File: src/hw/rtl/erm_pkg.sv
// Shared constants and elaboration-time sine table functions for the Euler rotation matrix.
package erm_pkg;

   localparam int OUT_W = 16;

   localparam int AXIS_X = 0;
   localparam int AXIS_Y = 1;
   localparam int AXIS_Z = 2;
   localparam int N_AXIS = 3;

   // first-level product slots
   localparam int P_SYSX = 0;
   localparam int P_CZCX = 1;
   localparam int P_SZCX = 2;
   localparam int P_CZCY = 3;
   localparam int P_SZCY = 4;
   localparam int P_SZSX = 5;
   localparam int P_CZSX = 6;
   localparam int P_CYSX = 7;
   localparam int P_CYCX = 8;
   localparam int N_PROD = 9;

   localparam int N_ENTRY = 9;

   localparam logic [63:0] PI_Q60 = 64'h3243F6A8885A308D;

   // floor(a*b / 2^s), low 64 bits
   function automatic logic [63:0] umulshr(logic [63:0] a, logic [63:0] b, int unsigned s);
      logic [127:0] p;
      logic [127:0] t;
      p = {64'd0, a} * {64'd0, b};
      t = p >> s;
      return t[63:0];
   endfunction

   // shift-subtract division, divisor stays far below 2^63
   function automatic logic [63:0] udiv64(logic [63:0] num, logic [63:0] den);
      logic [63:0] q;
      logic [63:0] r;
      q = '0;
      r = '0;
      for (int i = 63; i >= 0; i--) begin
         r = {r[62:0], num[i]};
         if (r >= den) begin
            r = r - den;
            q[i] = 1'b1;
         end
      end
      return q;
   endfunction

   // Taylor series of sin, Q60 in and out, 0 <= x <= pi/2
   function automatic logic [63:0] sin_q60(logic [63:0] x);
      logic [63:0] x2;
      logic [63:0] term;
      logic [63:0] sum;
      logic [63:0] den;
      x2 = umulshr(x, x, 60);
      term = x;
      sum = x;
      for (int n = 1; n <= 15; n++) begin
         den = 64'((2 * n) * (2 * n + 1));
         term = udiv64(umulshr(term, x2, 60), den);
         if ((n % 2) == 1) begin
            sum = sum - term;
         end else begin
            sum = sum + term;
         end
      end
      return sum;
   endfunction

   // magnitude of sin(2*pi*k/2^angle_bits) with frac_bits fraction bits, rounded
   function automatic logic [63:0] sine_mag(int unsigned k, int unsigned angle_bits,
                                            int unsigned frac_bits);
      logic [63:0] theta;
      logic [63:0] s;
      logic [63:0] one;
      one = 64'd1;
      if (k == 0) begin
         return 64'd0;
      end
      theta = umulshr(PI_Q60, 64'(k), angle_bits - 1);
      s = sin_q60(theta);
      return (s + (one << (59 - frac_bits))) >> (60 - frac_bits);
   endfunction

endpackage

File: src/hw/rtl/erm_prod2.sv
// Second-level products, final sums and saturation into the nine matrix entries.
module erm_prod2 #(
   parameter int FRAC_BITS = 14
) (
   input  logic                             clock,
   input  logic                             reset,
   input  logic                             in_valid,
   output logic                             in_ready,
   input  logic signed [FRAC_BITS+1:0]      prod [erm_pkg::N_PROD],
   input  logic signed [FRAC_BITS+1:0]      sy,
   input  logic signed [FRAC_BITS+1:0]      cz,
   input  logic signed [FRAC_BITS+1:0]      sz,
   output logic                             out_valid,
   input  logic                             out_ready,
   output logic signed [erm_pkg::OUT_W-1:0] entry [erm_pkg::N_ENTRY]
);

   localparam int R_W   = FRAC_BITS + 2;
   localparam int P_W   = 2 * FRAC_BITS + 4;
   localparam int S_W   = FRAC_BITS + 3;
   localparam int EXT_W = (S_W > erm_pkg::OUT_W) ? S_W : erm_pkg::OUT_W;
   localparam logic signed [P_W-1:0]   HALF    = P_W'(1) << (FRAC_BITS - 1);
   localparam logic signed [EXT_W-1:0] ONE     = EXT_W'(1) << FRAC_BITS;
   localparam logic signed [EXT_W-1:0] NEG_ONE = -ONE;

   function automatic logic signed [R_W-1:0] round_q(logic signed [P_W-1:0] p);
      return R_W'((p + HALF) >>> FRAC_BITS);
   endfunction

   function automatic logic signed [erm_pkg::OUT_W-1:0] sat_out(logic signed [S_W-1:0] v);
      logic signed [EXT_W-1:0] w;
      w = EXT_W'(v);
      if (w > ONE) begin
         w = ONE;
      end else if (w < NEG_ONE) begin
         w = NEG_ONE;
      end
      return w[erm_pkg::OUT_W-1:0];
   endfunction

   logic lv1_ff;
   logic lv2_ff;
   logic adv1;
   logic adv2;

   assign adv2     = !lv2_ff || out_ready;
   assign adv1     = !lv1_ff || adv2;
   assign in_ready = adv1;

   always_ff @(posedge clock) begin
      if (reset) begin
         lv1_ff <= 1'b0;
         lv2_ff <= 1'b0;
      end else begin
         if (adv1) begin
            lv1_ff <= in_valid;
         end
         if (adv2) begin
            lv2_ff <= lv1_ff;
         end
      end
   end

   logic signed [P_W-1:0] czsysx_ff, czcxsy_ff, szsysx_ff, szcxsy_ff;
   logic signed [R_W-1:0] prod_ff [erm_pkg::N_PROD];
   logic signed [R_W-1:0] sy_ff;
   logic signed [erm_pkg::OUT_W-1:0] entry_in [erm_pkg::N_ENTRY];
   logic signed [erm_pkg::OUT_W-1:0] entry_ff [erm_pkg::N_ENTRY];

   always_ff @(posedge clock) begin
      if (adv1) begin
         czsysx_ff <= cz * prod[erm_pkg::P_SYSX];
         czcxsy_ff <= prod[erm_pkg::P_CZCX] * sy;
         szsysx_ff <= sz * prod[erm_pkg::P_SYSX];
         szcxsy_ff <= prod[erm_pkg::P_SZCX] * sy;
         prod_ff   <= prod;
         sy_ff     <= sy;
      end
      if (adv2) begin
         entry_ff <= entry_in;
      end
   end

   always_comb begin
      entry_in[0] = sat_out(S_W'(prod_ff[erm_pkg::P_CZCY]));
      entry_in[1] = sat_out(S_W'(round_q(czsysx_ff)) - S_W'(prod_ff[erm_pkg::P_SZCX]));
      entry_in[2] = sat_out(S_W'(round_q(czcxsy_ff)) + S_W'(prod_ff[erm_pkg::P_SZSX]));
      entry_in[3] = sat_out(S_W'(prod_ff[erm_pkg::P_SZCY]));
      entry_in[4] = sat_out(S_W'(prod_ff[erm_pkg::P_CZCX]) + S_W'(round_q(szsysx_ff)));
      entry_in[5] = sat_out(S_W'(round_q(szcxsy_ff)) - S_W'(prod_ff[erm_pkg::P_CZSX]));
      entry_in[6] = sat_out(-S_W'(sy_ff));
      entry_in[7] = sat_out(S_W'(prod_ff[erm_pkg::P_CYSX]));
      entry_in[8] = sat_out(S_W'(prod_ff[erm_pkg::P_CYCX]));
   end

   assign out_valid = lv2_ff;
   assign entry     = entry_ff;

endmodule

File: config.mk
export PLATFORM = sky130hd
export DESIGN_NAME = erm_prod2
export DESIGN_NICKNAME = d
export VERILOG_FILES = /design/src/hw/rtl/erm_pkg.sv /design/src/hw/rtl/erm_prod2.sv
export SDC_FILE = /design/constraint.sdc
export NUM_CORES = 2
export LEC_CHECK = 0
export BUFFER_PORTS_ARGS = -buffer_cell sky130_fd_sc_hd__buf_2
export CAP_MARGIN = 0
export CORE_ASPECT_RATIO = 1.4
export CORE_MARGIN = 5
export CORE_UTILIZATION = 42
export CTS_CLUSTER_DIAMETER = 40
export DETAILED_ROUTE_END_ITERATION = 10
export PLACE_DENSITY_LB_ADDON = 0.15
export SLEW_MARGIN = 20
export SYNTH_ARGS = -nofsm -noshare
export SYNTH_HDL_FRONTEND = slang
export SYNTH_SLANG_ARGS = --single-unit
File: constraint.sdc
create_clock -name clock -period 16.4 [get_ports clock]
set_input_delay 2.46 -clock clock [delete_from_list [all_inputs] [get_ports clock]]
set_output_delay 2.46 -clock clock [all_outputs]
set_load 0.01 [all_outputs]
# Yosys cells after proc, flatten, opt, wreduce, memory -nomap -nowiden

Index checks and enable logic that the tools add are counted.

RAM bits: 0
Logic and storage cells: 86
Output and inout bits: 146
Memory bits (read-only): 0
Flip-flop bits (word level): 410
Input port bits: 196
Memories: 0
Bits in latches: 0

Divide/modulo/power cells: 0
Reductions and logical operators: 13
Add/sub/neg operators: 9
Magnitude comparators: 18
Equality and inequality tests: 0
Muxes and demuxes: 9
Shift-type cells: 0
Multiply operators: 4
Bitwise operators: 0

Operators with widths:

| kind                     | count |
|---|---|
| $mux W16                 | 9 |
| $add A30 B15 Y30 const B | 4 |
| $mul A16 B16 Y30         | 4 |
| $gt A17 B16 Y1 const B   | 5 |
| $lt A17 B15 Y1 const B   | 5 |
| $gt A16 B16 Y1 const B   | 4 |
| $lt A16 B15 Y1 const B   | 4 |
| $add A16 B16 Y17         | 2 |
| $sub A16 B16 Y17         | 2 |
| $reduce_or A2 Y1         | 9 |
| $neg A16 Y17             | 1 |
| $logic_not A1 Y1         | 2 |
| $logic_or A1 B1 Y1       | 2 |

# Logic depth before layout (Yosys ltp)

Depth after elaboration: 4
Gate-level depth with buffers: 24
Gate-level depth less buffers: 23

# Least setup slack after synthesis

No wires, ideal clock.

Path type: in2out
From: input port out_ready
To: output port in_ready
Setup slack: 6912 ps
Path buffers: 0
Required time: 13940 ps
Arrival: 7028 ps
Stages on the path: 2
Cells stage by stage: nor2b_1 nand2_1

Cells in the longest elaborated chain, start to end: 2

RTL lines:

| item               | line            | RTL |
|---|---|---|
| from (decl)        | erm_prod2.sv:14 | `input logic out_ready,` |
| $logic_or A1 B1 Y1 | erm_prod2.sv:46 | `assign adv2 = !lv2_ff \|\| out_ready;` |
| $logic_or A1 B1 Y1 | erm_prod2.sv:47 | `assign adv1 = !lv1_ff \|\| adv2;` |
| to (decl)          | erm_prod2.sv:8  | `output logic in_ready,` |

No other way between the ends.

# Worst setup path after layout

From: input port prod[129] in the netlist's numbering
To: register czsysx_ff[29], data pin

Cells in the longest elaborated chain, start to end: 1

RTL lines:

| item                 | line            | RTL |
|---|---|---|
| from (decl)          | erm_prod2.sv:9  | `input logic signed [FRAC_BITS+1:0] prod [erm_pkg::N_PROD],` |
| $mul A16 B16 Y30     | erm_prod2.sv:72 | `czsysx_ff <= cz * prod[erm_pkg::P_SYSX];` |
| to (signal assigned) | erm_prod2.sv:72 |  |
| to (decl)            | erm_prod2.sv:64 | `logic signed [P_W-1:0] czsysx_ff, czcxsy_ff, szsysx_ff, szcxsy_ff;` |

No other way between the ends.
A chain may end at the register's enable or synchronous reset.

==> summary by stage <==
Outcome
The run finished with clean final reports.

Yosys
After synthesis the netlist holds a flip-flop and latch count of roughly 360. The portion of synthesized area spent on multiplexers is 0.00133. The post-synthesis compound-gate area fraction was 0.0445. The dominant combinational cell family by area after synthesis is adder cells.

The top flip-flop cell by instance count after synthesis is sky130_fd_sc_hd__edfxtp_1. Of the total synthesized cell area, the portion taken by full adders, half adders and majority gates is 0.466. Of all flip-flops after synthesis, the portion carrying an async set or reset was 0.

The cell count after synthesis is between 5000 and 6000. Of the post-synthesis cell area, the dominant cell type holds 0.377. In this run, synthesis inferred between 300 and 400 flip-flops with an integrated enable.

Sorting the synthesized cells by area gives the leading types as sky130_fd_sc_hd__fa_1, sky130_fd_sc_hd__edfxtp_1, sky130_fd_sc_hd__ha_1. Yosys printed 0 warnings. The synthesized area per cell is around 10 um^2.

The number of nets in the synthesized netlist is approximately 6800. Of the total synthesized cell area, the portion taken by AND, OR, NAND and NOR gates is 0.149. The area share of xor/xnor cells in the synthesized design is 0.0395. The netlist area before placement is 52700 um^2. The share of synthesized area occupied by flip-flops and latches is 0.204. The most area-hungry cell type in the Yosys netlist is sky130_fd_sc_hd__fa_1. The number of distinct standard cells referenced by the synthesized netlist is 79.

Critical path
The worst setup path category is in2reg. The most frequent cell on the critical path is sky130_fd_sc_hd__fa_1. The kind of cell adding the most delay to the critical path is adder cells. In this run the number of cells on the critical path is 21. The endpoint required time on the critical path is ~17 ns. The data arrival time of the worst path is about 9.1 ns.

The cell depth of the worst flop-to-flop path is 15. Tracing the worst setup path back leads to its startpoint at prod[129]. The buffering stage count on the worst path with inverters included is 4.

Traced cell by cell, the critical path runs through buf_2, nand2_1, fa_1, fa_1, fa_1, fa_1, inv_1, fa_1, inv_1, fa_1, inv_1, ha_1, o21ai_0, a21oi_1, a22oi_1, a21oi_1, a31oi_1, o221ai_1, a2111o_1, a31oi_1, xor2_1. The critical-path cell with the highest stage delay is sky130_fd_sc_hd__fa_1. The reg-to-reg critical path startpoint is czsysx_ff[14]. The startpoint kind of the worst setup timing path is a primary input. Along the worst path, the maximum fanout reaches 32. The largest stage delay on the critical path is about 0.57 ns.

STA classifies the critical path endpoint as a flop.

Global routing
The global-route wire length before repair is 216000 um. The total global routing track utilization is 0.207. The total overflow left after global routing is 0. The number of antenna violations at the first check in global routing is 33. The pin count of the biggest net entering global routing is between 80 and 90. The via count of the first global-routing pass is between 30000 and 40000.

STA
The final critical-path share of the clock period is 0.528. The number of pins with negative max-slew slack in the final report is 0. Setup violations remaining at the end of the flow were counted as 0. The final count of hold timing violations was 0.

The clock tree skew after final layout is around 0.08 ns. The total negative slack is 0 ns. For the pin with the worst max-slew slack, the measured transition is 1.02 ns.

Setup repair after global routing left no endpoint under its margin. The clock period minus final worst setup slack is between 8 and 9 ns. Measured against its own limit, the worst slew margin works out to 0.316. The achievable frequency is 115 MHz.

Floorplan
The number of primary I/O pins is around 340. The cell row count is 153. For this configuration, the core starts out at a cell density of 0.424. The die is a little over 300 um wide.

The floorplan die area is 133000 um^2. The core region is between 100000 and 150000 um^2. In this run the vertical extent of the chip is around 430 um.

Drt
The remaining design rule violation count is 0. The average wire per cell in the routed design is ~19 um. The starting DRC count in detailed routing is ~1500. In this run the remaining antenna-violating nets after routing total 0.

The overall via count from detail_route is approximately 36000. The number of detailed-routing iterations run before antenna repair is 5. The via density per instance is roughly 5.0. The post-detailed-routing wire length is 134000 um.

Job
Across the run, the number of max-cap violations was 0.

Clocking
The total CTS buffers is between 50 and 60. The number of setup buffers added after CTS is 0. The clock reaches the later pin of the worst-skew pair after 0.66 ns. In this run the deepest clock path goes through 3 buffers.

The TritonCTS clock tree is yes. The cell chosen for the clock root is sky130_fd_sc_hd__clkbuf_16. The post-CTS resize count is 0. In this run the number of H-tree levels came out at 2. The total clock sinks is ~360. The clock slew seen by the registers of the worst setup and hold paths is around 0.06 ns.

The count of hold-fix buffers inserted at cts is 0.

Hold path
The path class of the tightest hold or removal check is reg2reg. The cell depth of the worst hold path is 0. The startpoint identified for the worst hold timing path is prod_ff[95].

Layout
The top cell types in the final layout, fill and taps aside, are sky130_fd_sc_hd__inv_1, sky130_fd_sc_hd__fa_1, sky130_fd_sc_hd__and2_1. The layout-stage area growth over the synthesis result is 9.86%. The library cell used most frequently in the layout, excluding fill and tap cells, is sky130_fd_sc_hd__inv_1.

In the final layout, the share of cells above drive strength 1 is 0.0867. After the last flow step, the layout net total stands at about 7000.

Placed design
The count of port buffers added during placement is 341. The congestion estimate from routability-driven global placement came to ~0.83. After legalization and detailed placement, the total HPWL measured ~100000 um.
final cells by class:
class                      instances  area, um^2
clock inverter                    42         583
multi-input combinational       3508       36900
timing repair buffer             345        1740
sequential                       358       10700
inverter                        1171        4400
clock buffer                      64        1460
fill                           11995       66500
antenna                           21        52.6
tap                             1627        2040
worst paths after layout:
| kind | end | slack (ns) |
|---|---|---|
| worst max-delay path | czsysx_ff[29] | 7.73 |
| worst min register to register | entry[143] | 0.51 |
| worst min-delay path | entry[143] | 0.51 |
| worst max register to register | entry[113] | 11.78 |
state kept, by name, indices dropped and copies added, names as in the netlist:
| signal | count |
|---|---|
| entry | 144 |
| prod_ff | 128 |
| czcxsy_ff | 17 |
| czsysx_ff | 17 |
| szcxsy_ff | 17 |
| szsysx_ff | 17 |
| sy_ff | 16 |
| lv1_ff | 1 |
| out_valid | 1 |
kinds of logic (layout without fill, tap and decap cells):
| family | count (synthesis) | after routing |
|---|---|---|
| other | 0 | 21 |
| adder cells (fa/ha/maj) | 1366 | 1366 |
| multiplexers | 7 | 7 |
| AND/OR/NAND/NOR | 1544 | 1544 |
| XOR/XNOR | 238 | 238 |
| AO/OA/AOI/OAI | 353 | 353 |
| buffers and inverters | 1352 | 1622 |
| flip-flops | 358 | 358 |
stage by stage:
step / cells / cell area [um^2] / util / setup WS (ns) / hold WS, ns
after floorplan: 5218 / 52700 / - / 6.91 / 0.463
after global placement: 7009 / 55800 / 0.448 / 7.12 / 0.504
after detailed placement: 7009 / 55800 / 0.448 / 7.09 / 0.513
after CTS: 7115 / 57800 / 0.465 / 7.81 / 0.522
after global routing: 7130 / 57900 / 0.465 / 7.37 / 0.530
final: 7136 / 57900 / 0.465 / 7.73 / 0.510
synth_stat cells, types with 10 or more instances:
master                     number
sky130_fd_sc_hd__a211oi_1      14
sky130_fd_sc_hd__a21boi_0      12
sky130_fd_sc_hd__a21o_1        32
sky130_fd_sc_hd__a21oi_1       98
sky130_fd_sc_hd__a31oi_1       14
sky130_fd_sc_hd__and2_1       549
sky130_fd_sc_hd__and3_1        20
sky130_fd_sc_hd__clkbuf_1     177
sky130_fd_sc_hd__edfxtp_1     356
sky130_fd_sc_hd__fa_1         992
sky130_fd_sc_hd__ha_1         374
sky130_fd_sc_hd__inv_1       1170
sky130_fd_sc_hd__nand2_1      536
sky130_fd_sc_hd__nand2b_1      33
sky130_fd_sc_hd__nand3_1       48
sky130_fd_sc_hd__nand4_1       29
sky130_fd_sc_hd__nor2_1       181
sky130_fd_sc_hd__nor2b_1       31
sky130_fd_sc_hd__nor3_1        35
sky130_fd_sc_hd__nor4_1        19
sky130_fd_sc_hd__o21a_1        24
sky130_fd_sc_hd__o21ai_0       56
sky130_fd_sc_hd__o21bai_1      15
sky130_fd_sc_hd__or2_2         10
sky130_fd_sc_hd__or3_1         16
sky130_fd_sc_hd__xnor2_1      167
sky130_fd_sc_hd__xor2_1        71
per-layer routing:
metal	global-route usage	share of wire	vias up	wire length [um]
li1	-	-	16425	-
met1	0.251	0.39	18404	52900
met2	0.385	0.54	659	72600
met3	0.0229	0.036	209	4850
met4	0.0639	0.028	12	3820
met5	0	0.00052	-	70
Power is left out: the tool's default activity adds up to more than one toggle a clock period on the data nets, which glitch-free logic cannot reach.
